==> config.mk <==
export PLATFORM = sky130hd
export DESIGN_NAME = sha1_block_compression_top_flat
export DESIGN_NICKNAME = d
export VERILOG_FILES = /design/src/rtl/sha1bc_pkg.sv /design/src/rtl/sha1bc_in_if.sv /design/src/rtl/sha1bc_out_if.sv /design/src/rtl/sha1_block_compression_top.sv /design/src/rtl/sha1bc_ctrl.sv /design/src/rtl/sha1bc_dp.sv /design/src/flat_wrapper.sv
export SDC_FILE = /design/constraint.sdc
export NUM_CORES = 2
export LEC_CHECK = 0
export BUFFER_PORTS_ARGS = -buffer_cell sky130_fd_sc_hd__buf_2
export CORE_ASPECT_RATIO = 0.7
export CORE_MARGIN = 3
export CORE_UTILIZATION = 32
export CTS_BUF_LIST = sky130_fd_sc_hd__clkbuf_8
export DETAILED_ROUTE_END_ITERATION = 6
export PLACE_DENSITY = 0.48
export RECOVER_POWER = 50
export SYNTH_ARGS = -nofsm -noshare
export SYNTH_HDL_FRONTEND = slang
export SYNTH_SLANG_ARGS = --single-unit
==> constraint.sdc <==
create_clock -name clk -period 18.6 [get_ports clk]
set_clock_uncertainty 0.2 [all_clocks]
set_input_delay 0.93 -clock clk [delete_from_list [all_inputs] [get_ports clk]]
set_output_delay 0.93 -clock clk [all_outputs]
set_load 0.03 [all_outputs]
==> src/rtl/sha1bc_pkg.sv <==
// ----------------------------------------------------------------------------
// sha1bc_pkg
// Shared types, constants and helpers for the SHA-1 block compression engine.
// ----------------------------------------------------------------------------
package sha1bc_pkg;

  localparam int WORD_W      = 32;
  localparam int BLOCK_WORDS = 16;
  localparam int ROUNDS      = 80;
  localparam int HASH_WORDS  = 5;
  localparam int CNT_W       = $clog2(BLOCK_WORDS);
  localparam int RND_W       = $clog2(ROUNDS);

  // Round boundaries between the four function groups
  localparam int PH1_START = 20;
  localparam int PH2_START = 40;
  localparam int PH3_START = 60;

  typedef logic [WORD_W-1:0] word_t;
  typedef logic [HASH_WORDS-1:0][WORD_W-1:0] hash_t;

  localparam hash_t INIT_H = '{
    32'hC3D2E1F0, 32'h10325476, 32'h98BADCFE, 32'hEFCDAB89, 32'h67452301
  };

  // Round function group
  typedef enum logic [1:0] {
    PH_CHOOSE,
    PH_PARITY_A,
    PH_MAJORITY,
    PH_PARITY_B
  } phase_t;

  // Controller states
  typedef enum logic [1:0] {
    ST_COLLECT,
    ST_ROUND,
    ST_ADD,
    ST_HOLD
  } state_t;

  // Commands from controller to datapath
  typedef struct packed {
    logic   load_word;
    logic   start;
    logic   init_work;
    logic   round_en;
    phase_t phase;
    logic   add_en;
    logic   out_load;
  } cmd_t;

  function automatic word_t round_const(input phase_t ph);
    word_t k;
    unique case (ph)
      PH_CHOOSE:   k = 32'h5A827999;
      PH_PARITY_A: k = 32'h6ED9EBA1;
      PH_MAJORITY: k = 32'h8F1BBCDC;
      PH_PARITY_B: k = 32'hCA62C1D6;
      default:     k = 32'h5A827999;
    endcase
    return k;
  endfunction

  function automatic word_t round_fn(input phase_t ph, input word_t b, input word_t c,
                                     input word_t d);
    word_t f;
    unique case (ph)
      PH_CHOOSE:   f = (b & c) | (~b & d);
      PH_MAJORITY: f = (b & c) | (b & d) | (c & d);
      default:     f = b ^ c ^ d;
    endcase
    return f;
  endfunction

endpackage

==> src/rtl/sha1bc_in_if.sv <==
// ----------------------------------------------------------------------------
// sha1bc_in_if
// Message word channel: valid/ready handshake with word and framing flags.
// ----------------------------------------------------------------------------
interface sha1bc_in_if;
  logic        valid;
  logic        ready;
  logic [31:0] message_word;
  logic        start_message;
  logic        end_message;

  modport source (output valid, message_word, start_message, end_message, input ready);
  modport sink   (input valid, message_word, start_message, end_message, output ready);
endinterface

==> src/rtl/sha1bc_out_if.sv <==
// ----------------------------------------------------------------------------
// sha1bc_out_if
// Digest channel: valid/ready handshake carrying the five hash words.
// ----------------------------------------------------------------------------
interface sha1bc_out_if;
  logic        valid;
  logic        ready;
  logic [31:0] digest_word0;
  logic [31:0] digest_word1;
  logic [31:0] digest_word2;
  logic [31:0] digest_word3;
  logic [31:0] digest_word4;

  modport source (output valid, digest_word0, digest_word1, digest_word2, digest_word3,
                  digest_word4, input ready);
  modport sink   (input valid, digest_word0, digest_word1, digest_word2, digest_word3,
                  digest_word4, output ready);
endinterface

==> src/rtl/sha1_block_compression_top.sv <==
// Flow: the 16 words of a block are taken in ST_COLLECT, then the 80 rounds run in ST_ROUND
//   and the chaining add in ST_ADD, where a final block's digest loads unless stalled; no word
//   is taken meanwhile. One shared round unit does one round per cycle; out_valid is registered.
// Stalls: a final block whose digest finds the previous one still unread holds the input
//   until out_ready takes the older digest.
// Reset (rst_n low, synchronous): control clears, chaining value reloads the SHA-1 initial value.
// ----------------------------------------------------------------------------
// sha1_block_compression_top
// SHA-1 block compression engine with message word input and digest output.
// ----------------------------------------------------------------------------
module sha1_block_compression_top
  import sha1bc_pkg::*;
(
  input  logic       clk,
  input  logic       rst_n,
  sha1bc_in_if.sink  in_ch,
  sha1bc_out_if.source out_ch
);

  cmd_t  cmd;
  hash_t digest;

  // Sequencer
  sha1bc_ctrl u_ctrl (
    .clk       (clk),
    .rst_n     (rst_n),
    .in_valid  (in_ch.valid),
    .in_start  (in_ch.start_message),
    .in_end    (in_ch.end_message),
    .in_ready  (in_ch.ready),
    .out_ready (out_ch.ready),
    .out_valid (out_ch.valid),
    .cmd       (cmd)
  );

  // Datapath
  sha1bc_dp u_dp (
    .clk     (clk),
    .rst_n   (rst_n),
    .cmd     (cmd),
    .in_word (in_ch.message_word),
    .digest  (digest)
  );

  assign out_ch.digest_word0 = digest[0];
  assign out_ch.digest_word1 = digest[1];
  assign out_ch.digest_word2 = digest[2];
  assign out_ch.digest_word3 = digest[3];
  assign out_ch.digest_word4 = digest[4];

  // No request taken while rounds run
  a_no_accept_in_rounds: assert property (@(posedge clk) disable iff (!rst_n)
    cmd.round_en |-> !in_ch.ready)
    else $error("request accepted during compression rounds");

  // The chaining add directly follows the last round
  a_add_after_round: assert property (@(posedge clk) disable iff (!rst_n)
    cmd.add_en |-> $past(cmd.round_en))
    else $error("chaining add without preceding round");

  // A digest load always presents a valid result next cycle
  a_load_shows_valid: assert property (@(posedge clk) disable iff (!rst_n)
    cmd.out_load |=> out_ch.valid)
    else $error("digest loaded but not presented");

  // Digest loads only at the end of a block
  a_load_at_end: assert property (@(posedge clk) disable iff (!rst_n)
    cmd.out_load |-> !in_ch.ready && !cmd.round_en)
    else $error("digest load outside block completion");

endmodule

==> src/rtl/sha1bc_ctrl.sv <==
// ----------------------------------------------------------------------------
// sha1bc_ctrl
// Sequencer: counts words of a block, steps the 80 rounds, handles the
// final-block flag and the digest output register handshake.
// ----------------------------------------------------------------------------
module sha1bc_ctrl
  import sha1bc_pkg::*;
(
  input  logic clk,
  input  logic rst_n,
  input  logic in_valid,
  input  logic in_start,
  input  logic in_end,
  output logic in_ready,
  input  logic out_ready,
  output logic out_valid,
  output cmd_t cmd
);

  state_t           state_r, state_nxt;
  logic [CNT_W-1:0] cnt_r, cnt_nxt, cnt_base;
  logic [RND_W-1:0] rnd_r, rnd_nxt;
  logic             final_r, final_nxt;
  logic             out_valid_r, out_valid_nxt;
  logic             out_free;

  assign out_free  = !out_valid_r || out_ready;
  assign cnt_base  = in_start ? '0 : cnt_r;
  assign out_valid = out_valid_r;

  // State and counter registers
  always_ff @(posedge clk) begin
    if (!rst_n) begin
      state_r     <= ST_COLLECT;
      cnt_r       <= '0;
      rnd_r       <= '0;
      final_r     <= 1'b0;
      out_valid_r <= 1'b0;
    end else begin
      state_r     <= state_nxt;
      cnt_r       <= cnt_nxt;
      rnd_r       <= rnd_nxt;
      final_r     <= final_nxt;
      out_valid_r <= out_valid_nxt;
    end
  end

  // Next state and commands
  always_comb begin
    state_nxt     = state_r;
    cnt_nxt       = cnt_r;
    rnd_nxt       = rnd_r;
    final_nxt     = final_r;
    in_ready      = 1'b0;
    cmd           = '0;
    cmd.phase     = PH_CHOOSE;

    unique case (state_r)
      ST_COLLECT: begin
        in_ready = 1'b1;
        if (in_valid) begin
          cmd.load_word = 1'b1;
          cmd.start     = in_start;
          cnt_nxt       = cnt_base + 1'b1;
          final_nxt     = (in_start ? 1'b0 : final_r) | in_end;
          if (cnt_base == CNT_W'(BLOCK_WORDS - 1)) begin
            cmd.init_work = 1'b1;
            rnd_nxt       = '0;
            state_nxt     = ST_ROUND;
          end
        end
      end
      ST_ROUND: begin
        cmd.round_en = 1'b1;
        if (rnd_r < RND_W'(PH1_START)) begin
          cmd.phase = PH_CHOOSE;
        end else if (rnd_r < RND_W'(PH2_START)) begin
          cmd.phase = PH_PARITY_A;
        end else if (rnd_r < RND_W'(PH3_START)) begin
          cmd.phase = PH_MAJORITY;
        end else begin
          cmd.phase = PH_PARITY_B;
        end
        rnd_nxt = rnd_r + 1'b1;
        if (rnd_r == RND_W'(ROUNDS - 1)) begin
          state_nxt = ST_ADD;
        end
      end
      ST_ADD: begin
        cmd.add_en = 1'b1;
        if (!final_r) begin
          state_nxt = ST_COLLECT;
        end else if (out_free) begin
          cmd.out_load = 1'b1;
          final_nxt    = 1'b0;
          state_nxt    = ST_COLLECT;
        end else begin
          state_nxt = ST_HOLD;
        end
      end
      ST_HOLD: begin
        // wait for the previous digest to drain
        if (out_free) begin
          cmd.out_load = 1'b1;
          final_nxt    = 1'b0;
          state_nxt    = ST_COLLECT;
        end
      end
      default: state_nxt = ST_COLLECT;
    endcase
  end

  // Output valid: set on load, drop on take
  always_comb begin
    if (cmd.out_load) begin
      out_valid_nxt = 1'b1;
    end else if (out_ready) begin
      out_valid_nxt = 1'b0;
    end else begin
      out_valid_nxt = out_valid_r;
    end
  end

endmodule

==> src/rtl/sha1bc_dp.sv <==
// ----------------------------------------------------------------------------
// sha1bc_dp
// Datapath: message schedule window, working variables with one round unit,
// chaining value and the digest output register.
// ----------------------------------------------------------------------------
module sha1bc_dp
  import sha1bc_pkg::*;
(
  input  logic  clk,
  input  logic  rst_n,
  input  cmd_t  cmd,
  input  word_t in_word,
  output hash_t digest
);

  word_t [BLOCK_WORDS-1:0] win_r;
  hash_t                   chain_r;
  hash_t                   work_r;
  hash_t                   dig_r;
  hash_t                   sum;
  word_t                   w_new;
  word_t                   w_mix;
  word_t                   f_val;
  word_t                   tmp;
  word_t                   a, b, c, d, e;

  assign a = work_r[0];
  assign b = work_r[1];
  assign c = work_r[2];
  assign d = work_r[3];
  assign e = work_r[4];

  // Schedule expansion: window holds W[t..t+15], append W[t+16]
  assign w_mix = win_r[13] ^ win_r[8] ^ win_r[2] ^ win_r[0];
  assign w_new = {w_mix[WORD_W-2:0], w_mix[WORD_W-1]};

  // One SHA-1 round
  assign f_val = round_fn(cmd.phase, b, c, d);
  assign tmp   = {a[WORD_W-6:0], a[WORD_W-1:WORD_W-5]} + f_val + e + win_r[0]
                 + round_const(cmd.phase);

  // Final feed-forward sum
  always_comb begin
    for (int i = 0; i < HASH_WORDS; i++) begin
      sum[i] = chain_r[i] + work_r[i];
    end
  end

  // Schedule window: shift in message words or expanded words
  always_ff @(posedge clk) begin
    if (cmd.load_word) begin
      win_r <= {in_word, win_r[BLOCK_WORDS-1:1]};
    end else if (cmd.round_en) begin
      win_r <= {w_new, win_r[BLOCK_WORDS-1:1]};
    end
  end

  // Working variables
  always_ff @(posedge clk) begin
    if (cmd.init_work) begin
      work_r <= cmd.start ? INIT_H : chain_r;
    end else if (cmd.round_en) begin
      work_r <= {d, c, {b[1:0], b[WORD_W-1:2]}, a, tmp};
    end
  end

  // Chaining value: reload on start, accumulate after the last round
  always_ff @(posedge clk) begin
    if (!rst_n) begin
      chain_r <= INIT_H;
    end else if (cmd.load_word && cmd.start) begin
      chain_r <= INIT_H;
    end else if (cmd.add_en) begin
      chain_r <= sum;
    end
  end

  // Digest register: take the fresh sum, or the held chain after a stall
  always_ff @(posedge clk) begin
    if (cmd.out_load) begin
      dig_r <= cmd.add_en ? sum : chain_r;
    end
  end

  assign digest = dig_r;

endmodule

==> src/flat_wrapper.sv <==
// flat-port wrapper written by rule: the top's interface ports become plain ports
module sha1_block_compression_top_flat import sha1bc_pkg::*;
  (clk, rst_n, in_ch_valid, in_ch_message_word, in_ch_start_message, in_ch_end_message, in_ch_ready, out_ch_valid, out_ch_digest_word0, out_ch_digest_word1, out_ch_digest_word2, out_ch_digest_word3, out_ch_digest_word4, out_ch_ready);
  sha1bc_in_if in_ch_i ();
  sha1bc_out_if out_ch_i ();
  input  logic clk;
  input  logic rst_n;
  input wire logic [$bits(in_ch_i.valid)-1:0] in_ch_valid;
  input wire logic [$bits(in_ch_i.message_word)-1:0] in_ch_message_word;
  input wire logic [$bits(in_ch_i.start_message)-1:0] in_ch_start_message;
  input wire logic [$bits(in_ch_i.end_message)-1:0] in_ch_end_message;
  output wire logic [$bits(in_ch_i.ready)-1:0] in_ch_ready;
  output wire logic [$bits(out_ch_i.valid)-1:0] out_ch_valid;
  output wire logic [$bits(out_ch_i.digest_word0)-1:0] out_ch_digest_word0;
  output wire logic [$bits(out_ch_i.digest_word1)-1:0] out_ch_digest_word1;
  output wire logic [$bits(out_ch_i.digest_word2)-1:0] out_ch_digest_word2;
  output wire logic [$bits(out_ch_i.digest_word3)-1:0] out_ch_digest_word3;
  output wire logic [$bits(out_ch_i.digest_word4)-1:0] out_ch_digest_word4;
  input wire logic [$bits(out_ch_i.ready)-1:0] out_ch_ready;
  assign in_ch_i.valid = in_ch_valid;
  assign in_ch_i.message_word = in_ch_message_word;
  assign in_ch_i.start_message = in_ch_start_message;
  assign in_ch_i.end_message = in_ch_end_message;
  assign in_ch_ready = in_ch_i.ready;
  assign out_ch_valid = out_ch_i.valid;
  assign out_ch_digest_word0 = out_ch_i.digest_word0;
  assign out_ch_digest_word1 = out_ch_i.digest_word1;
  assign out_ch_digest_word2 = out_ch_i.digest_word2;
  assign out_ch_digest_word3 = out_ch_i.digest_word3;
  assign out_ch_digest_word4 = out_ch_i.digest_word4;
  assign out_ch_i.ready = out_ch_ready;
  sha1_block_compression_top u_core (.clk(clk), .rst_n(rst_n), .in_ch(in_ch_i), .out_ch(out_ch_i));
endmodule
==> metrics.csv <==
metric;value;unit
max-cap violation count;13;
Mapped Cells;3995;
Crit Path Class;input pin to flop;
clock latency on the worst-skew pair;930;ps
layout cells sized above 1;7.650;%
final instance area;54520;sq um
outcome;finished, violations left;
Post-synth ARST share;0;%
Placer Congestion;0.9141;
share of total power in sequential cells;53.7;%
Detailed Place HPWL;105700;um
first-pass GRT wire length;210700;um
footprint of the multi-input gates;18610;sq um
Leak;20.78;nW
FMAX;0.1053;GHz
initial antenna violation count;11;
Final Power;4.750;mW
synthesized area;48250;sq um
CP Cell Sequence;clkbuf_1, nor2b_1, ha_1, nand4b_1, or2_0, nand2_1, buf_4, buf_4;
vias in the first global route;30150;
setup ws final;9104;ps
register area;28490;sq um
Vias per Instance;4.986;
Post-synth EDFFs;832;
TritonCTS clock tree;yes;
total CTS buffers;164;
Core Region;148800;sq um
Power per Cell Area;87.12;nW/um^2
Max Buffers Root-to-Sink;3;
DP Worst Slack;10540;ps
sw power;1.131;mW
worst-margin pin slew;6823;ps
PortBufs;199;
top cells by area, synth;edfxtp_1 (52%), dfxtp_1 (7.3%), fa_1 (5.2%);
VDD IR max;64.80;uV
Fill cells;14790;
ys flop type;edfxtp_1;
R2R depth;3;
clk slew on worst S/H paths;60;ps
num rows;118;
Req. time, crit path;18950;ps
Die Wd;470.1;um
largest net degree at the start of global routing;149;
Synth top area share;51.78;%
cell taking the most area after synthesis;edfxtp_1;
worst min-delay path class;input pin to flop;
period utilization;51.05;%
Synth Register Bits;1007;
Yosys Warn Count;0;
final slew viol count;746;
Die H;330.9;um
Seq/Total Area, Yosys;59.04;%
failing checks;capacitance limit, slew limit;
Setup-failing EPs final;0;
routed wire length;145100;um
relative slew slack;-354.8;%
Critical Path Max Stage Delay;2620;ps
Total Routing Usage GR;18.45;%
net count after synthesis;4358;
Net count, final;4610;
Crit. End Element;flop;
First DRT Iteration DRCs;3080;
clock root buffer;clkbuf_8;
Syn Area/Cell;12.08;sq um
area grow syn2layout;13.00;%
Ports;200;
# clock sinks;1007;
Comb power frac;4.9;%
switching portion of total power;23.81;%
Starting Density;32.42;%
setup_tns;0;ps
total grt overflow;0;
Internal Pwr Total;3.619;mW
clock share of power;41.5;%
Worst EP arrival;9840;ps
Slowest-stage cell, CP;or2_0;
CP Max Fanout;62;
Vias;31730;
Worst Hold Path Cells;3;
# H-tree levels;4;
first drt pass iteration count;5;
Hold Violations, Final;0;
Placement Cell Area;51460;sq um
CP Launch Type;input pin;
wire length per cell;22.80;um
Resized Gates After CTS;0;
DRT antenna net count;0;
Yosys cell types;83;
RSZ-0062 raised after global routing;false;
DRC;0;
Period minus WS final;9496;ps
Die ar.;155600;sq um
most frequent CP cell;buf_4;
cells by family after synthesis:
family | after synthesis | synth area share, %
and+or+nand+nor | 1184 | 11.32
DFF | 1007 | 59.04
AOI/OAI and AO/OA | 867 | 11.18
adders and majority gates | 325 | 10.37
buffers and inverters | 311 | 2.445
xor gates and xnor gates | 264 | 4.807
muxes | 37 | 0.8375
routing by layer:
metal / GRT usage (%) / vias up / wire length, um
met5: 0 / - / 13
li1: - / 14920 / -
met1: 28.68 / 15690 / 74210
met2: 25.60 / 950 / 58690
met3: 4.081 / 175 / 9462
met4: 4.664 / 2 / 2770
state kept, by name, summed over array words and instances, names as in the netlist, 32 cells and up:
signal	flops
u_core.u_dp.a	32
u_core.u_dp.b	32
u_core.u_dp.e	32
u_core.u_dp.d	32
u_core.u_dp.digest	160
u_core.u_dp.c	32
u_core.u_dp.win_r	512
u_core.u_dp.chain_r	160
cell type report:
type,count,area share (%)
Tap cell,1980,4.544
Multi-Input combinational cell,2677,34.13
Clock inverter,122,1.574
Sequential cell,1007,52.25
Clock buffer,176,4.443
Inverter,163,1.122
Antenna cell,6,0.02754
Timing Repair Buffer,234,1.918
cells in the final DEF, fill, tap and decap left out, drive strengths merged, types with 24 or more instances in the layout:
master	count
a211oi	37
a21o	93
a21oi	192
a221oi	29
and2	48
buf	61
clkbuf	344
clkinv	58
dfxtp	175
edfxtp	832
fa	125
ha	200
inv	216
mux2	24
nand2	638
nand2b	73
nand3	63
nand3b	75
nor2	154
nor2b	30
nor3	30
o211ai	29
o21a	31
o21ai	329
o21bai	25
xnor2	185
xor2	79
worst paths after layout:
kind / from / endpoint / slack (ps)
worst max-delay path: in_ch_start_message / u_core.u_dp.b[17]$_DFFE_PP_ / 9100
worst min-delay path: in_ch_message_word[31] / u_core.u_dp.win_r[511]$_DFFE_PP_ / 140
worst max register to register: u_core.u_ctrl.state_r[0]$_SDFFE_PN0P_ / u_core.u_dp.digest[65]$_DFFE_PP_ / 9450
worst min register to register: u_core.u_dp.win_r[191]$_DFFE_PP_ / u_core.u_dp.win_r[159]$_DFFE_PP_ / 170
worst max-delay path, delay by kind of cell:
family / cells / cell delay [ps]
simple gates: 4 / 4990
fa+ha+maj: 1 / 370
buf+inv: 3 / 3400
synthesized netlist by cell type (all sizes together), types with 5 or more instances:
| cell type | count |
|---|---|
| xor2 | 79 |
| or2 | 5 |
| a211o | 5 |
| o21a | 31 |
| o22ai | 9 |
| o31ai | 12 |
| a21o | 93 |
| nand3b | 75 |
| nor3 | 30 |
| dfxtp | 175 |
| nand2b | 73 |
| nand2 | 638 |
| mux2 | 24 |
| edfxtp | 832 |
| ha | 200 |
| nor2b | 30 |
| xnor2 | 185 |
| a31oi | 21 |
| o21bai | 25 |
| and4 | 6 |
| and2 | 48 |
| nand3 | 63 |
| a41oi | 8 |
| a211oi | 37 |
| fa | 125 |
| a21boi | 6 |
| inv | 162 |
| a221oi | 29 |
| or3 | 6 |
| o21ai | 329 |
| nor3b | 8 |
| o211ai | 29 |
| buf | 21 |
| and3 | 22 |
| a21oi | 192 |
| nor2 | 154 |
| o31a | 6 |
| nand4 | 14 |
| clkbuf | 127 |
| mux2i | 13 |
per-stage QoR:
stage / hold slack [ps] / cells / utilization, %
global route: 48.10 / 6362 / 36.63
global placement: 200.0 / 6056 / 34.58
CTS: 15.79 / 6359 / 36.82
detailed placement: 204.5 / 6056 / 34.58
finish: 137.3 / 6365 / 36.64
floorplan: 200.3 / 3995 / -
timing repair:
item,CTS,global route
hold buffers,5,0
endpoints found under the hold margin,5,0
setup endpoints to repair,0,0
buffers inserted,0,0
power by group through the flow:
stage	clock network (mW)	registers, mW	logic (mW)
floorplan	0	2.61	0.161
global placement	0	2.60	0.227
detailed placement	0	2.60	0.228
global route	2.14	2.56	0.257
finish	1.97	2.55	0.230
CTS	2.04	2.55	0.231
Note: power is estimated with default switching activity, not from simulation.
